==> src/design/lmfs_pkg.sv <==
// Package for the LED matrix flash scanner.
// Holds the word kinds, item struct, field widths and reset constants; no dependencies.
package lmfs_pkg;

    localparam int unsigned ROWS        = 4;
    localparam int unsigned ROW_W       = 2;
    localparam int unsigned COLS        = 16;
    localparam int unsigned COL_W       = 4;
    localparam int unsigned INDEX_W     = 6;
    localparam int unsigned MODE_W      = 2;
    localparam int unsigned FLASH_W     = 3;
    localparam int unsigned TEST_W      = 4;
    localparam int unsigned S_TDATA_W   = 8;
    localparam int unsigned S_TUSER_W   = 2;
    localparam int unsigned M_TDATA_W   = 24;
    localparam int unsigned APB_ADDR_W  = 3;
    localparam int unsigned APB_DATA_W  = 32;

    localparam logic [TEST_W-1:0] TEST_TICKS = 4'd10;

    typedef enum logic [1:0] {
        KIND_SET_LED = 2'd0,
        KIND_SCAN    = 2'd1,
        KIND_FLASH   = 2'd2
    } kind_t;

    typedef struct packed {
        kind_t                kind;
        logic [INDEX_W-1:0]   led_index;
        logic [MODE_W-1:0]    led_mode;
    } item_t;

    typedef struct packed {
        logic [ROW_W-1:0] row;
        logic [COLS-1:0]  column_bits;
        logic             row_enable;
    } result_t;

endpackage

==> src/design/led_matrix_flash_scanner_top.sv <==
// Top level of the LED matrix flash scanner: stream ports, APB register, core.
// Instantiates lmfs_in_stage and lmfs_core; depends on lmfs_pkg.
//
// Scans a 4 x 16 LED matrix with two flash phases. Input words carry kind in
// s_tuser (0 set LED, 1 scan tick, 2 flash tick; 3 is dropped) and the LED
// number and mode in s_tdata. Every scan tick yields one output word with the
// new row, its 16 column bits and the row enable; other kinds yield nothing.
// One input word is taken per clock while no scan word waits. A scan result is
// offered on m_tvalid once its word has passed the input register and the update
// logic has loaded the output register. Only a scan word waits on a full, unread
// output register; set-LED and flash words keep flowing. The column bits read all
// ones for the first TEST_TICKS (default ten) flash ticks after reset (lamp test).
// Register leds_enabled sits at APB addresses 0 to 3 (only paddr[2] decoded), reset value 1.
module led_matrix_flash_scanner_top #(
    parameter logic [lmfs_pkg::TEST_W-1:0] TEST_TICKS = lmfs_pkg::TEST_TICKS
) (
    input  logic                              aclk,
    input  logic                              aresetn,
    input  logic                              s_tvalid,
    output logic                              s_tready,
    input  logic [lmfs_pkg::S_TDATA_W-1:0]    s_tdata,   // led_index[5:0], led_mode[7:6]
    input  logic [lmfs_pkg::S_TUSER_W-1:0]    s_tuser,   // kind[1:0]
    output logic                              m_tvalid,
    input  logic                              m_tready,
    output logic [lmfs_pkg::M_TDATA_W-1:0]    m_tdata,   // row[1:0], column_bits[17:2],
                                                         // row_enable[18], zeros[23:19]
    input  logic                              psel,
    input  logic                              penable,
    input  logic                              pwrite,
    input  logic [lmfs_pkg::APB_ADDR_W-1:0]   paddr,
    input  logic [lmfs_pkg::APB_DATA_W-1:0]   pwdata,
    output logic [lmfs_pkg::APB_DATA_W-1:0]   prdata,
    output logic                              pready
);
    import lmfs_pkg::*;

    logic    item_valid;
    item_t   item;
    logic    item_take;
    result_t result;
    logic    leds_enabled_reg;
    logic    leds_enabled_next;
    logic    reg0_sel;

    assign pready   = 1'b1;
    assign reg0_sel = (paddr[APB_ADDR_W-1] == 1'b0);

    always_comb begin
        leds_enabled_next = leds_enabled_reg;
        if (psel && penable && pwrite && pready && reg0_sel) begin
            leds_enabled_next = pwdata[0];
        end
    end

    always_ff @(posedge aclk) begin
        if (!aresetn) begin
            leds_enabled_reg <= 1'b1;
        end else begin
            leds_enabled_reg <= leds_enabled_next;
        end
    end

    assign prdata = reg0_sel ? {{(APB_DATA_W-1){1'b0}}, leds_enabled_reg} : '0;

    lmfs_in_stage u_in_stage (
        .aclk       (aclk),
        .aresetn    (aresetn),
        .s_tvalid   (s_tvalid),
        .s_tready   (s_tready),
        .s_tdata    (s_tdata),
        .s_tuser    (s_tuser),
        .item_valid (item_valid),
        .item       (item),
        .item_take  (item_take)
    );

    lmfs_core #(
        .TEST_TICKS (TEST_TICKS)
    ) u_core (
        .aclk         (aclk),
        .aresetn      (aresetn),
        .item_valid   (item_valid),
        .item         (item),
        .item_take    (item_take),
        .leds_enabled (leds_enabled_reg),
        .out_valid    (m_tvalid),
        .out_ready    (m_tready),
        .result       (result)
    );

    assign m_tdata = {{(M_TDATA_W-ROW_W-COLS-1){1'b0}},
                      result.row_enable, result.column_bits, result.row};

endmodule

==> src/design/lmfs_in_stage.sv <==
// Input register for the LED matrix flash scanner.
// Captures one word per cycle while its register is empty or taken; depends on lmfs_pkg.
module lmfs_in_stage (
    input  logic                             aclk,
    input  logic                             aresetn,
    input  logic                             s_tvalid,
    output logic                             s_tready,
    input  logic [lmfs_pkg::S_TDATA_W-1:0]   s_tdata,   // led_index[5:0], led_mode[7:6]
    input  logic [lmfs_pkg::S_TUSER_W-1:0]   s_tuser,   // kind[1:0]
    output logic                             item_valid,
    output lmfs_pkg::item_t                  item,
    input  logic                             item_take
);
    import lmfs_pkg::*;

    logic  valid_reg;
    logic  valid_next;
    item_t item_reg;

    assign s_tready   = !valid_reg || item_take;
    assign item_valid = valid_reg;
    assign item       = item_reg;

    always_comb begin
        valid_next = valid_reg;
        if (s_tvalid && s_tready) begin
            valid_next = 1'b1;
        end else if (item_take) begin
            valid_next = 1'b0;
        end
    end

    always_ff @(posedge aclk) begin
        if (!aresetn) begin
            valid_reg <= 1'b0;
        end else begin
            valid_reg <= valid_next;
        end
    end

    always_ff @(posedge aclk) begin
        if (s_tvalid && s_tready) begin
            item_reg.kind      <= kind_t'(s_tuser);
            item_reg.led_index <= s_tdata[INDEX_W-1:0];
            item_reg.led_mode  <= s_tdata[INDEX_W +: MODE_W];
        end
    end

endmodule

==> src/design/lmfs_core.sv <==
// Pattern planes, scan and flash state, and result register of the LED matrix scanner.
// Processes one registered word per cycle unless a scan word waits on an unread result.
module lmfs_core #(
    parameter logic [lmfs_pkg::TEST_W-1:0] TEST_TICKS = lmfs_pkg::TEST_TICKS
) (
    input  logic              aclk,
    input  logic              aresetn,
    input  logic              item_valid,
    input  lmfs_pkg::item_t   item,
    output logic              item_take,
    input  logic              leds_enabled,
    output logic              out_valid,
    input  logic              out_ready,
    output lmfs_pkg::result_t result
);
    import lmfs_pkg::*;

    logic [COLS-1:0]    plane_a_reg [ROWS];
    logic [COLS-1:0]    plane_a_next[ROWS];
    logic [COLS-1:0]    plane_b_reg [ROWS];
    logic [COLS-1:0]    plane_b_next[ROWS];
    logic [ROW_W-1:0]   scan_row_reg;
    logic [ROW_W-1:0]   scan_row_next;
    logic [FLASH_W-1:0] flash_count_reg;
    logic [FLASH_W-1:0] flash_count_next;
    logic [TEST_W-1:0]  test_left_reg;
    logic [TEST_W-1:0]  test_left_next;
    logic               out_valid_reg;
    logic               out_valid_next;
    result_t            result_reg;
    result_t            result_next;
    logic               load_result;
    logic [ROW_W-1:0]   wr_row;
    logic [COL_W-1:0]   wr_col;
    logic [COLS-1:0]    rd_bits;

    // LED n sits in byte n[5:3]; byte pairs form one 16-bit row
    assign wr_row = item.led_index[INDEX_W-1 -: ROW_W];
    assign wr_col = item.led_index[COL_W-1:0];

    assign item_take = item_valid &&
                       (item.kind != KIND_SCAN || !out_valid_reg || out_ready);
    assign out_valid = out_valid_reg;
    assign result    = result_reg;

    always_comb begin
        plane_a_next     = plane_a_reg;
        plane_b_next     = plane_b_reg;
        scan_row_next    = scan_row_reg;
        flash_count_next = flash_count_reg;
        test_left_next   = test_left_reg;
        load_result      = 1'b0;
        rd_bits          = '0;
        if (item_take) begin
            case (item.kind)
                KIND_SET_LED: begin
                    plane_a_next[wr_row][wr_col] = item.led_mode[1];
                    plane_b_next[wr_row][wr_col] = item.led_mode[0];
                end
                KIND_FLASH: begin
                    flash_count_next = flash_count_reg + 1'b1;
                    if (test_left_reg != '0) begin
                        test_left_next = test_left_reg - 1'b1;
                    end
                end
                KIND_SCAN: begin
                    scan_row_next = scan_row_reg + 1'b1;
                    load_result   = 1'b1;
                end
                default: begin
                end
            endcase
        end
        rd_bits = flash_count_reg[FLASH_W-1] ? plane_b_reg[scan_row_next]
                                             : plane_a_reg[scan_row_next];
        result_next.row         = scan_row_next;
        result_next.column_bits = (test_left_reg != '0) ? '1 : rd_bits;
        result_next.row_enable  = leds_enabled;
    end

    always_comb begin
        out_valid_next = out_valid_reg;
        if (load_result) begin
            out_valid_next = 1'b1;
        end else if (out_ready) begin
            out_valid_next = 1'b0;
        end
    end

    always_ff @(posedge aclk) begin
        if (!aresetn) begin
            for (int i = 0; i < ROWS; i++) begin
                plane_a_reg[i] <= '0;
                plane_b_reg[i] <= '0;
            end
            scan_row_reg    <= '0;
            flash_count_reg <= '0;
            test_left_reg   <= TEST_TICKS;
            out_valid_reg   <= 1'b0;
        end else begin
            plane_a_reg     <= plane_a_next;
            plane_b_reg     <= plane_b_next;
            scan_row_reg    <= scan_row_next;
            flash_count_reg <= flash_count_next;
            test_left_reg   <= test_left_next;
            out_valid_reg   <= out_valid_next;
        end
    end

    always_ff @(posedge aclk) begin
        if (load_result) begin
            result_reg <= result_next;
        end
    end

`ifndef SYNTHESIS
    a_scan_gives_word: assert property (@(posedge aclk) disable iff (!aresetn)
        item_take && item.kind == KIND_SCAN |=> out_valid_reg)
        else $error("scan tick produced no output word");

    a_flash_advances: assert property (@(posedge aclk) disable iff (!aresetn)
        item_take && item.kind == KIND_FLASH
        |=> flash_count_reg == $past(flash_count_reg) + 1'b1)
        else $error("flash counter did not advance");

    a_test_all_on: assert property (@(posedge aclk) disable iff (!aresetn)
        item_take && item.kind == KIND_SCAN && test_left_reg != '0
        |=> result_reg.column_bits == '1)
        else $error("column bits not all on during lamp test");

    a_pending_held: assert property (@(posedge aclk) disable iff (!aresetn)
        out_valid_reg && !out_ready |-> !(item_take && item.kind == KIND_SCAN))
        else $error("scan taken while result word still pending");
`endif

endmodule

==> config.mk <==
export PLATFORM = sky130hd
export DESIGN_NAME = led_matrix_flash_scanner_top
export DESIGN_NICKNAME = d
export VERILOG_FILES = /design/src/design/lmfs_pkg.sv /design/src/design/led_matrix_flash_scanner_top.sv /design/src/design/lmfs_in_stage.sv /design/src/design/lmfs_core.sv
export SDC_FILE = /design/constraint.sdc
export NUM_CORES = 1
export LEC_CHECK = 0
export BUFFER_PORTS_ARGS = -buffer_cell sky130_fd_sc_hd__buf_2
export CAP_MARGIN = 25
export CORE_MARGIN = 5
export CORE_UTILIZATION = 57
export CTS_BUF_LIST = sky130_fd_sc_hd__clkbuf_2
export DETAILED_ROUTE_END_ITERATION = 10
export GPL_TIMING_DRIVEN = 0
export PLACE_DENSITY = 0.76
export SETUP_SLACK_MARGIN = 0.3
export SYNTH_ARGS = -nofsm -noshare
export SYNTH_HDL_FRONTEND = slang
export SYNTH_SLANG_ARGS = --single-unit
==> constraint.sdc <==
create_clock -name aclk -period 2.7 [get_ports aclk]
set_input_delay 0.54 -clock aclk [delete_from_list [all_inputs] [get_ports aclk]]
set_output_delay 0.54 -clock aclk [all_outputs]
set_load 0.02 [all_outputs]
### Word level (Yosys, flattened, before mapping)

Index checks and enable logic that the tools add are counted.

* register bits after elaboration: 169
* word-level logic and storage cells: 75

* mux-type cells: 22
* $add $sub $neg: 3
* reduce and logical (&&, ||, !) cells: 19
* $lt $le $gt $ge: 5
* bitwise logic cells: 3
* eq/ne operators: 3

Operators by type and width (number)
* $bwmux 64: 2
* $mux 16: 6
* $bmux 16 s2: 2
* $demux 16 s2: 1
* $mux 1: 8
* $logic_and 1x1->1: 7
* $ge 3x3->1 const B: 2
* $not 2->3: 2
* $lt 4x5->1 const B: 1
* $demux 1 s4: 1
* $ge 4x1->1 const B: 1
* $mux 2: 2
* $reduce_and 2->1: 2
* $reduce_bool 2->1: 2
* $reduce_bool 4->1: 1
* $sub 4x1->4 const B: 1
* $add 3x1->3 const B: 1
* $logic_or 1x1->1: 3
* $lt 3x1->1 const B: 1
* $reduce_and 3->1: 1
* $add 2x1->2 const B: 1
* $eq 2x1->1 const B: 1
* $eq 2x2->1 const B: 1
* $logic_not 1->1: 2
* other kinds (3): 3

### Longest topological paths before layout

Gate-level depths: netlist of the first run.

* depth in word-level cells: 10
* mapped depth: 8

### Hierarchy

A second synthesis of the first run with hierarchy kept.

* cells, all modules: 929
* area total of the unflattened synthesis: 8298.0 um^2

By module, submodules not included
* lmfs_core: cells an instance 869, sequential area each 3333.2 um^2, instances 1, area each 7582.3 um^2
* led_matrix_flash_scanner_top: cells an instance 45, sequential area each 20.0 um^2, instances 1, area each 357.8 um^2
* lmfs_in_stage: cells an instance 15, sequential area each 320.3 um^2, instances 1, area each 357.8 um^2

### Worst setup path after synthesis of the first run

OpenSTA, ideal clock, no wires.

* path kind: in2reg
* start point: input port m_tready
* end point: register u_core.result_reg (netlist bit u_core.result[5]) (data pin)
* data arrival time: 1.713 ns
* stages: 7
* setup slack: 0.729 ns
* library setup time: 0.259 ns
* cell sequence: nor2b_1 -> clkbuf_1 -> or3_4 -> a21oi_2 -> buf_6 -> a22oi_1 -> o2bb2ai_1

* word-level cells in the longest chain between the ends: 8

RTL lines
* start, declared: RTL line led_matrix_flash_scanner_top.sv:24 `input logic m_tready,`
* $logic_or 1x1->1 *: RTL line lmfs_core.sv:42 `(item.kind != KIND_SCAN || !out_valid_reg || out_ready);`
* $logic_and 1x1->1 *: RTL line lmfs_core.sv:41 `assign item_take = item_valid &&`
* $mux 2 *: RTL line lmfs_core.sv:54 `if (item_take) begin`
* $not 2->3 (implied by the code) *: RTL line lmfs_core.sv:74, lmfs_core.sv:75
* $bmux 16 s2 (on tied branches): RTL line lmfs_core.sv:75, lmfs_core.sv:74
* $mux 16 (on tied branches) (2 in series): RTL line lmfs_core.sv:75, lmfs_core.sv:74
* $mux 16 *: RTL line lmfs_core.sv:74 `rd_bits = flash_count_reg[FLASH_W-1] ? plane_b_reg[scan_row_next]`
* end signal, assigned: RTL line lmfs_core.sv:112 `result_reg <= result_next;`
* end, declared: RTL line lmfs_core.sv:30 `result_t result_reg;`

Mark *: on every way between the ends. The rest lies on a longest branch, timed or not. The select of a mux whose other input is x is not followed.
A chain may end at the register's enable or synchronous reset.

### Worst setup path after layout of the first run

* start point: register u_in_stage.item_reg (netlist bit u_in_stage.item[8])
* end point: register u_core.result_reg (netlist bit u_core.result[5]) (data pin)

* word-level cells in the longest chain between the ends: 10

RTL lines
* start, declared: RTL line lmfs_in_stage.sv:18 `item_t item_reg;`
* $ne 2x1->1: RTL line lmfs_core.sv:42
* $logic_or 1x1->1 (2 in series): RTL line lmfs_core.sv:42
* $logic_and 1x1->1: RTL line lmfs_core.sv:41
* $mux 2 *: RTL line lmfs_core.sv:54
* $not 2->3 (implied by the code) *: RTL line lmfs_core.sv:74, lmfs_core.sv:75
* $bmux 16 s2 (on tied branches): RTL line lmfs_core.sv:75, lmfs_core.sv:74
* $mux 16 (on tied branches) (2 in series): RTL line lmfs_core.sv:75, lmfs_core.sv:74
* $mux 16 *: RTL line lmfs_core.sv:74

Marks and branches as above.

==> results of run 1 <==
## final cells by class
type                    count  area [um^2]  share of cell area, %
multi-input cells         764         4412                  46.04
flip-flops and latches    169         3676                  38.37
plain buffers             114        620.6                  6.477
repair buffers             55        351.6                  3.669
well taps                 184        230.2                  2.403
clock inverters            14        180.2                  1.880
clock buffers              18        90.09                 0.9402
inverters                   5        18.77                 0.1959
diodes                      1        2.502                0.02612
## synth_stat cells (2+ instances only)
library cell / n
a21o_1: 4
mux2_2: 2
nor2_1: 63
a21oi_1: 16
a22oi_1: 14
o2bb2ai_1: 14
nor2b_1: 35
buf_1: 7
inv_1: 5
edfxtp_1: 29
nor4_1: 3
o22ai_1: 30
nor3_1: 6
buf_6: 2
buf_2: 17
nand3_1: 42
a21boi_0: 103
dfxtp_1: 140
buf_4: 40
ha_1: 2
and3b_1: 2
conb_1: 2
nand4_1: 2
nand2b_1: 9
nand2_1: 180
clkbuf_1: 48
o2111ai_1: 2
o21ai_0: 94
mux2i_1: 58
xnor2_1: 6
o211ai_1: 16
and2_1: 8
nand4b_1: 2
## layer usage
layer | vias to the layer above | GRT usage, % | routed length [um]
li1 | 3716 | - | -
met1 | 3587 | 38.47 | 10520
met2 | 400 | 43.17 | 10880
met3 | 49 | 7.783 | 2641
met4 | 0 | 7.621 | 492
met5 | - | 0 | 0
## critical path, delay by kind of cell, from the launching register on
family	cells	cell delay [ns]
compound gates	3	0.72
simple gates	2	0.53
buf+inv	2	0.38
flops	1	0.49
## how the worst max path moves through the flow
stage / end / start / slack [ns]
2_1_floorplan: u_core.result[5] / m_tready / 0.73
3_5_place_dp: u_core.result[5] / m_tready / 0.17
3_3_place_gp: u_core.result[5] / m_tready / 0.22
4_1_cts: s_tready / u_in_stage.item_valid / 0.30
5_1_grt: u_core.result[5] / u_in_stage.item[8] / 0.21
6_report: u_core.result[5] / u_in_stage.item[8] / 0.36
## logic make-up after synthesis
group           after synthesis  synth area share, %
mux                          60                7.034
flops                       169                42.85
buf+inv                     119                7.385
compound gates              299                22.80
fa+ha+maj                     2               0.2918
simple gates                360                18.94
other cells                   2              0.08760
xor+xnor                      6               0.6130
## through the flow
| step | total power [W] | util [%] |
|---|---|---|
| 2_1_floorplan | 0.002910 | - |
| 3_3_place_gp | 0.003011 | 62.35 |
| 3_5_place_dp | 0.003013 | 62.37 |
| 4_1_cts | 0.004478 | 65.03 |
| 5_1_grt | 0.004655 | 65.43 |
| 6_report | 0.004496 | 65.43 |
## where the power goes
group,internal (W),switching [W]
clock,0.000602,0.000899
sequential,0.00258,0.0000134
combinational,0.000143,0.000258
total,0.00333,0.00117
## timing repair
item                                    4_1_cts  5_1_grt
gates resized for setup                       1       10
buffers inserted                              1        3
endpoints found under the setup margin        4       16
hold endpoints to repair                     11        1
pin swaps                                     0        1
hold buffers                                 11        1
==> results by group, run 1 <==
Floorplanning
  – Core area: between 10000 and 15000 um^2
  – Chip Width: between 100 and 150 um
  – Io pins: around 110
  – Die Area: 17590 um^2
  – Initial Utilization: 58.54%
  – FP Rows: 44
  – Die Ht: 132.6 um

Placement
  – Detailed Place HPWL: around 18000 um
  – Gpl congestion: 0.9753
  – Cell Area, Placed: between 9000 and 10000 um^2
  – Port bufs: 39
  – Setup WS pre-CTS: ~0.17 ns
  – Inst Count DP: between 1000 and 1500

Hold path
  – Hold crit path type: input port to flop
  – Hold Path Stages: 4
  – End of the worst hold path: leds_enabled_reg
  – Hold Startpoint: penable

Routing
  – Antenna-violating nets left: 0
  – Drt wl/cell: about 19 um
  – Routed WL: 24540 um
  – DRC viols: 0
  – Vias per cell: just under 6
  – DRT Pass-1 Iters: 6
  – DR iter-0 viols: 867
  – Routed vias: 7752

Critical path
  – CP max stage delay: 0.49 ns
  – Critical path capture point type: flop
  – WS Path Type: flop to flop
  – Reg2Reg Setup Slack: 0.36 ns
  – CP required: between 3 and 4 ns
  – Worst R2R End: u_core.result[5]
  – Slowest CP cell: edfxtp_1
  – RR Startpoint: u_in_stage.item[8]
  – R2R depth: 7
  – Worst path arrival time: between 2 and 3 ns
  – Most frequent cell on the critical path: buf_4
  – Critical Path, Cell by Cell: buf_4 -> nand3b_2 -> or3_4 -> a21o_1 -> buf_4 -> o22ai_1 -> o2bb2ai_1
  – Startpoint types: flop
  – Worst Path Max Fanout: 10

Synthesis
  – Cells taking the most area after synthesis: dfxtp_1 (33%), edfxtp_1 (10%), a21boi_0 (9.0%)
  – Mean Syn Cell Area: ~8.4 um^2
  – Yosys top cell by area: dfxtp_1
  – Leading register cell type out of synthesis: dfxtp_1
  – Gate Count Post-Synth: 1017
  – Synth cell types: 47
  – Post-synthesis sequential area ratio: between 40% and 50%
  – Async SR Flop Fraction: 0%
  – Post-synth EDFFs: 29
  – Top-area cell type share of the netlist area: roughly a third
  – Cell area after synthesis: between 8000 and 9000 um^2
  – Yosys warnings: 0
  – Register bit total from synthesis: between 150 and 200

Power and ir drop
  – Pwr per Cell Area: ~470 nW/um^2
  – VDD IR-drop max: 646.4 uV
  – Leak pwr: 3.293 nW

Timing
  – Tcrit/Tclk final: 86.64%
  – WHS: 0.05426 ns
  – Least-Margin Pin Slew: approximately 0.85 ns
  – Post-route minimum period: 2.339 ns
  – Worst Skew: approximately 0.035 ns
  – Setup TNS: 0 ns
  – Slew HR: between 40 and 50%
  – Finish-stage setup viols: 0
  – RSZ-0062 raised after global routing: true
  – Max Fclk: around 430 MHz
  – Final Hold Fails: 0
  – Worst Setup Slack, final: 0.3608 ns
  – Max-slew violations: 0

Finish
  – Fin cells: between 1000 and 1500
  – Fin area: approximately 9600 um^2
  – Nets@finish: 1180
  – Area Growth Syn to Fin: 11.76%
  – Fillers: approximately 1300
  – Most frequent cells in the layout: nand2_1 (179), dfxtp_1 (138), a21boi_0 (103)
  – Most common cell after layout, fill and taps aside: nand2_1
  – Share of cells above drive strength 1: between 10% and 20%

Clock network
  – Root Driver: clkbuf_2
  – H-tree depth: 4
  – CTS tree: done
  – Clock Latency Late Sink: 0.80 ns
  – Total CTS buffers: 17
  – Clock Tree Buf Depth: 2
  – Clock slew at reported path FFs: roughly 0.24 ns
  – # clock sinks: 169

GRT
  – GRT overflow: 0
  – Largest net degree at the start of global routing: 29
  – First-pass GRT wire length: just under 40000 um
  – Vias in the first global route: about 7000
  – GRT Total Usage: 27.89%
  – Initial antenna violation count: 1

Run status
  – Status: complete, no violations

Flow run
  – Max Cap Violations: 0
Note: power is estimated with default switching activity, not from simulation.
==> run 2: changes to the inputs <==
Settings changed: ABC_AREA set to 1, PLACE_DENSITY 0.76 to 0.77, REMOVE_ABC_BUFFERS set to 1, TNS_END_PERCENT set to 30.
==> results by group, run 2 <==
GRT
  – First-pass GRT wire length: 31150 um (-19%)
  – Initial antenna violation count: 0 (-1)
  – GRT overflow: 0 (unchanged)
  – GRT Total Usage: 24.11% (-3.8 points)
  – Vias in the first global route: 6247 (-11%)
  – Largest net degree at the start of global routing: 119 (+310%)

Synthesis
  – Yosys top cell by area: dfxtp_1
  – Commonest cells in the netlist: nand3_1 (189), dfxtp_1 (140), a21oi_1 (135)
  – Synth cell types: 28 (-40%)
  – Top-area cell type share of the netlist area: 36.46% (+3.8 points)
  – Gate Count Post-Synth: 1004 (-1.3%)
  – Mean Syn Cell Area: 7.656 um^2 (-9.2%)
  – Cells taking the most area after synthesis: dfxtp_1 (36%), nand3_1 (12%), edfxtp_1 (11%)
  – Async SR Flop Fraction: 0% (unchanged)
  – Post-synth EDFFs: 29 (unchanged)
  – Most common cell in the netlist: nand3_1
  – Yosys warnings: 0 (unchanged)
  – Post-synthesis sequential area ratio: 47.79% (+4.9 points)
  – Leading register cell type out of synthesis: dfxtp_1
  – Cell area after synthesis: 7686 um^2 (-10%)
  – Register bit total from synthesis: 169 (unchanged)

Finish
  – Area of the multi-input gates: 3341 um^2 (-24%)
  – Antenna diode count: 0 (-1)
  – Most frequent cells in the layout: nand3_1 (188), dfxtp_1 (139), a21oi_1 (135)
  – Fillers: 1161 (-9.9%)
  – Nets@finish: 1091 (-7.5%)
  – Register area: 3675 um^2 (about the same)
  – Share of cells above drive strength 1: 11.52% (-1.5 points)
  – Most common cell after layout, fill and taps aside: nand3_1
  – Area Growth Syn to Fin: 10.34%

Timing
  – Finish-stage setup viols: 0 (unchanged)
  – WHS: 0.07610 ns (+0.02183 ns)
  – Slew HR: 30.97% (-12 points)
  – RSZ-0062 raised after global routing: true
  – Final Hold Fails: 0 (unchanged)
  – Max Fclk: 432.2 MHz (+1.1%)
  – Worst Skew: 0.02198 ns (-0.01285 ns)
  – Tcrit/Tclk final: 85.69% (-0.94 points)
  – Least-Margin Pin Slew: 1.034 ns (+0.1828 ns)
  – Max-slew violations: 0 (unchanged)
  – Setup TNS: 0 ns (unchanged)
  – Post-route minimum period: 2.314 ns (-0.02548 ns)

Clock network
  – Clock Latency Late Sink: 0.74 ns (-0.06 ns)
  – Total CTS buffers: 17 (unchanged)
  – H-tree depth: 4 (unchanged)
  – CTS tree: done
  – Clock Tree Buf Depth: 2 (unchanged)
  – Clock slew at reported path FFs: 0.20 ns (-0.04 ns)
  – # clock sinks: 169 (unchanged)
  – Root Driver: clkbuf_2

Power and ir drop
  – Design Power: 0.004270 W (-5.0%)
  – Pwr per Cell Area: 503.5 nW/um^2 (+7.3%)
  – VDD IR-drop max: 485.8 uV (-25%)
  – Leak pwr: 3.168 nW (-3.8%)

Critical path
  – Slowest CP cell: edfxtp_1
  – Top delay family on crit path: simple AND/OR/NAND/NOR gates
  – Critical path capture point type: flop
  – Most frequent cell on the critical path: nand3_1
  – Startpoint types: flop
  – CP required: 3.18 ns (-0.10 ns)
  – CP bufs+invs: 4 (+2)
  – WS Path Type: flop to flop
  – Worst path arrival time: 2.80 ns (-0.11 ns)
  – Instance count on the critical path: 10 (+3)
  – CP max stage delay: 0.45 ns (-0.04 ns)
  – Reg2Reg Setup Slack: 0.39 ns (+0.03 ns)
  – Worst Path Max Fanout: 18 (+8)
  – Critical Path, Cell by Cell: buf_4 -> nor2_1 -> nand4_1 -> buf_4 -> buf_8 -> buf_8 -> nand3_1 -> nand3_1 -> nand3_1 -> nand3_1
  – R2R depth: 10 (+3)

Floorplanning
  – Initial Utilization: 58.04% (-0.50 points)
  – Chip Width: 126.1 um (-4.9%)
  – Io pins: 111 (unchanged)
  – Die Ht: 126.1 um (-4.9%)
  – Die Area: 15910 um^2 (-9.6%)
  – Core area: 13240 um^2 (-9.6%)
  – FP Rows: 42 (-4.5%)

Hold path
  – Hold crit path type: input port to flop
  – Hold Path Stages: 4 (unchanged)

Routing
  – Routed vias: 6911 (-11%)
  – Antenna-violating nets left: 0 (unchanged)
  – DR iter-0 viols: 925 (+6.7%)
  – Vias per cell: 5.637 (-3.7%)
  – Routed WL: 19800 um (-19%)
  – DRC viols: 0 (unchanged)
  – DRT Pass-1 Iters: 6 (unchanged)
  – Drt wl/cell: 16.15 um (-13%)

Placement
  – Detailed Place HPWL: 11010 um (-39%)
  – Gpl congestion: 0.8003 (-18%)
  – Port bufs: 40 (+2.6%)

Flow run
  – Max Cap Violations: 0 (unchanged)

Run status
  – Status: complete, no violations
-- run 2: through the flow --
stage	setup WS, ns	cell area [um^2]	std cells	util, %
floorplan	-2.489	7253	941	-
global placement	-5.747	7674	1157	57.95
detailed placement	-0.4475	7920	1168	59.81
CTS	0.3002	8320	1219	62.83
global route	0.2555	8481	1226	64.04
finish	0.3863	8481	1226	64.04
-- run 2: power by group --
group | internal (W) | total (W) | switching, W
registers | 0.00258 | 0.00260 | 0.0000199
clock network | 0.000400 | 0.00123 | 0.000833
logic | 0.000136 | 0.000432 | 0.000296
total | 0.00312 | 0.00427 | 0.00115
-- run 2: cell type report --
class,count,area share (%)
clock inverters,14,1.328
repair buffers,76,8.513
clock buffers,18,1.062
flip-flops and latches,169,43.33
inverters,85,3.777
multi-input cells,688,39.39
well taps,176,2.597
-- run 2: worst reg2reg max path: stages, from the launching register on --
cell and delay [ns]:
edfxtp_1 0.45, buf_4 0.16, nor2_1 0.22, nand4_1 0.25
buf_4 0.28, buf_8 0.18, buf_8 0.16, nand3_1 0.08
nand3_1 0.09, nand3_1 0.09, nand3_1 0.13
-- run 2: metal layers --
metal	track usage, %	vias up	routed length [um]
met1	32.25	3096	8189
li1	-	3418	-
met4	8.644	0	604
met5	0	-	0
met3	6.224	53	1779
met2	38.00	344	9229
-- run 2: cell families (layout without fill, tap and decap cells) --
kind of cell             count (synthesis)  count (layout)  synth area share [%]
AO/OA/AOI/OAI                          271             272                 17.68
XOR/XNOR                                 1               1                0.1140
other                                    2              37               0.09771
adder cells (fa/ha/maj)                  2               2                0.3255
AND/OR/NAND/NOR                        376             376                 22.50
flip-flops                             169             169                 47.79
buffers and inverters                  183             193                 11.49
-- run 2: final timing paths --
kind                                        startpoint                     end
worst min register to register  u_core.plane_b_reg[15]  u_core.plane_b_reg[15]
worst min-delay path                          paddr[2]        leds_enabled_reg
worst max register to register      u_in_stage.item[9]        u_core.result[3]
worst max-delay path                u_in_stage.item[9]        u_core.result[3]
-- run 2: timing repair --
action,in CTS,in global routing
hold endpoints to repair,11,1
gates cloned,1,2
gates resized for setup,6,8
pin swaps,3,2
endpoints found under the setup margin,21,17
setup buffers,7,2
hold buffers,11,1
==> run 3: changes to the inputs <==
Settings changed: CORE_UTILIZATION 57 to 54, PLACE_DENSITY 0.77 to 0.76.
Clock period 2.7 ns to 2 ns, I/O delays scaled along.
==> results by group, run 3 (synthesized netlist as in run 2, its figures left out) <==
Routing
  – Routed WL: 22270 um (+12%)
  – DR iter-0 viols: 875 (-5.4%)
  – DRT Pass-1 Iters: 6 (unchanged)
  – Vias per cell: 5.808 (+3.0%)
  – Antenna-violating nets left: 0 (unchanged)
  – DRC viols: 0 (unchanged)
  – Drt wl/cell: 17.55 um (+8.6%)
  – Routed vias: 7370 (+6.6%)

Clock network
  – H-tree depth: 4 (unchanged)
  – Total CTS buffers: 17 (unchanged)
  – Clock Latency Late Sink: 0.78 ns (+0.04 ns)
  – Clock Tree Buf Depth: 2 (unchanged)
  – Clock slew at reported path FFs: 0.24 ns (+0.04 ns)
  – # clock sinks: 169 (unchanged)
  – Root Driver: clkbuf_2
  – CTS tree: done

Placement
  – Gpl congestion: 0.7795 (-2.6%)
  – Inst Count DP: 1174 (+0.51%)
  – Port bufs: 40 (unchanged)
  – Detailed Place HPWL: 11400 um (+3.6%)
  – Setup WS pre-CTS: -1.277 ns (-0.8296 ns)
  – Cell Area, Placed: 7989 um^2 (+0.87%)

Finish
  – Nets@finish: 1130 (+3.6%)
  – Area Growth Syn to Fin: 22.69%
  – Fin cells: 1269 (+3.5%)
  – Area of the multi-input gates: 3562 um^2 (+6.6%)
  – Share of cells above drive strength 1: 17.81% (+6.3 points)
  – Fillers: 1107 (-4.7%)
  – Fin area: 9430 um^2 (+11%)
  – Register area: 3677 um^2 (about the same)
  – Most common cell after layout, fill and taps aside: nand3_1
  – Most frequent cells in the layout: nand3_1 (183), dfxtp_1 (137), a21oi_1 (135)
  – Antenna diode count: 0 (unchanged)

Floorplanning
  – Chip Width: 129.3 um (+2.5%)
  – Die Ht: 129.3 um (+2.5%)
  – FP Rows: 43 (+2.4%)
  – Io pins: 111 (unchanged)
  – Initial Utilization: 55.16% (-2.9 points)
  – Die Area: 16720 um^2 (+5.1%)
  – Core area: 13930 um^2 (+5.2%)

Timing
  – Slew HR: 48.79% (+18 points)
  – Worst Skew: 0.03654 ns (+0.01456 ns)
  – Post-route minimum period: 2.200 ns (-0.1136 ns)
  – Tcrit/Tclk final: 110.0% (+24 points)
  – RSZ-0062 raised after global routing: true
  – Final Hold Fails: 0 (unchanged)
  – Finish-stage setup viols: 52 (+52)
  – Setup TNS: -4.029 ns (-4.029 ns)
  – Least-Margin Pin Slew: 0.7653 ns (-0.2688 ns)
  – Max-slew violations: 0 (unchanged)
  – Worst Setup Slack, final: -0.2002 ns (-0.5864 ns)
  – Max Fclk: 454.5 MHz (+5.2%)

Critical path
  – Worst path arrival time: 2.73 ns (-0.07 ns)
  – Most frequent cell on the critical path: nand3_1
  – Top delay family on crit path: buffers and inverters
  – CP bufs+invs: 5 (+1)
  – Worst Setup EP: u_core.result[9]
  – Reg2Reg Setup Slack: -0.20 ns (-0.59 ns)
  – RR Startpoint: u_in_stage.item[9]
  – Worst R2R End: u_core.result[9]
  – CP required: 2.53 ns (-0.65 ns)
  – Critical path capture point type: flop
  – Startpoint types: flop
  – Instance count on the critical path: 12 (+2)
  – Worst setup path start: u_in_stage.item[9]
  – Slowest CP cell: edfxtp_1
  – CP max stage delay: 0.47 ns (+0.02 ns)
  – WS Path Type: flop to flop
  – Critical Path, Cell by Cell: inv_2 -> nand3_4 -> buf_4 -> o21ai_4 -> clkbuf_16 -> nand2_8 -> buf_12 -> buf_16 -> nand2_1 -> nand3_1 -> nand3_1 -> nand3_2
  – R2R depth: 12 (+2)
  – Worst Path Max Fanout: 9 (-9)

GRT
  – Initial antenna violation count: 0 (unchanged)
  – Vias in the first global route: 6975 (+12%)
  – GRT overflow: 0 (unchanged)
  – GRT Total Usage: 26.56% (+2.4 points)
  – Largest net degree at the start of global routing: 105 (-12%)
  – First-pass GRT wire length: 34910 um (+12%)

Power and ir drop
  – Leak pwr: 3.528 nW (+11%)
  – VDD IR-drop max: 567.4 uV (+17%)
  – Net Sw Frac: 26.60% (-0.32 points)
  – Switching Power: 0.001652 W (+44%)
  – Seq pwr share: 56.7% (-4.3 points)
  – Clock Power Share: 32.0% (+3.1 points)
  – Pint: 0.004560 W (+46%)
  – Pwr per Cell Area: 658.7 nW/um^2 (+31%)
  – Logic pwr share: 11.3% (+1.2 points)

Flow run
  – Max Cap Violations: 0 (unchanged)

Hold path
  – Hold crit path type: input port to flop

Run status
  – Failing checks: setup timing
  – Status: finished with violations
## run 3: area by class of cell
| class | count | area share [%] |
|---|---|---|
| clock inverters | 12 | 1.658 |
| multi-input cells | 689 | 37.77 |
| repair buffers | 114 | 14.63 |
| flip-flops and latches | 169 | 38.99 |
| well taps | 180 | 2.388 |
| inverters | 85 | 3.489 |
| clock buffers | 20 | 1.061 |
## run 3: routing by layer
layer | global-route usage (%) | wire length [um]
met1 | 32.84 | 8738
met2 | 44.12 | 10710
met3 | 5.730 | 1951
met4 | 12.91 | 863
met5 | 0 | 0
## run 3: worst min path at each step
stage / slack [ns] / endpoint / from / cells past startpoint
floorplan: 0.41 / u_core.result[0] / leds_enabled_reg / 0
global placement: 0.41 / u_core.result[0] / leds_enabled_reg / 0
detailed placement: 0.43 / u_core.result[0] / leds_enabled_reg / 0
CTS: 0.13 / u_in_stage.item_valid / m_tready / 7
global route: 0.23 / u_in_stage.item_valid / m_tready / 7
finish: 0.23 / u_in_stage.item_valid / m_tready / 7
## run 3: tightest hold or removal path: stages
cell and delay [ns]:
buf_2 0.10, inv_1 0.05, nand2_1 0.16, nor2_4 0.07, inv_2 0.05, buf_4 0.09
a21oi_1 0.04
## run 3: power groups by stage
stage               sequential, W  clock, W  combinational (W)
global route              0.00353   0.00213           0.000748
finish                    0.00352   0.00199           0.000702
floorplan                 0.00358         0           0.000296
global placement          0.00358         0           0.000450
detailed placement        0.00358         0           0.000509
CTS                       0.00352   0.00197           0.000661
## run 3: repair_timing
item	CTS	global route
hold buffers	16	0
setup endpoints to repair	180	196
buffers inserted	33	6
endpoints found under the hold margin	38	0
gates cloned	7	1
pin swaps	27	6
resized for setup	122	13
## run 3: stage by stage
stage / hold WS, ns / power [W] / utilization [%]
3_3_place_gp: 0.4135 / 0.004031 / 55.10
4_1_cts: 0.1259 / 0.006146 / 66.67
2_1_floorplan: 0.4082 / 0.003874 / -
6_report: 0.2255 / 0.006212 / 67.68
5_1_grt: 0.2340 / 0.006405 / 67.68
3_5_place_dp: 0.4296 / 0.004090 / 57.33
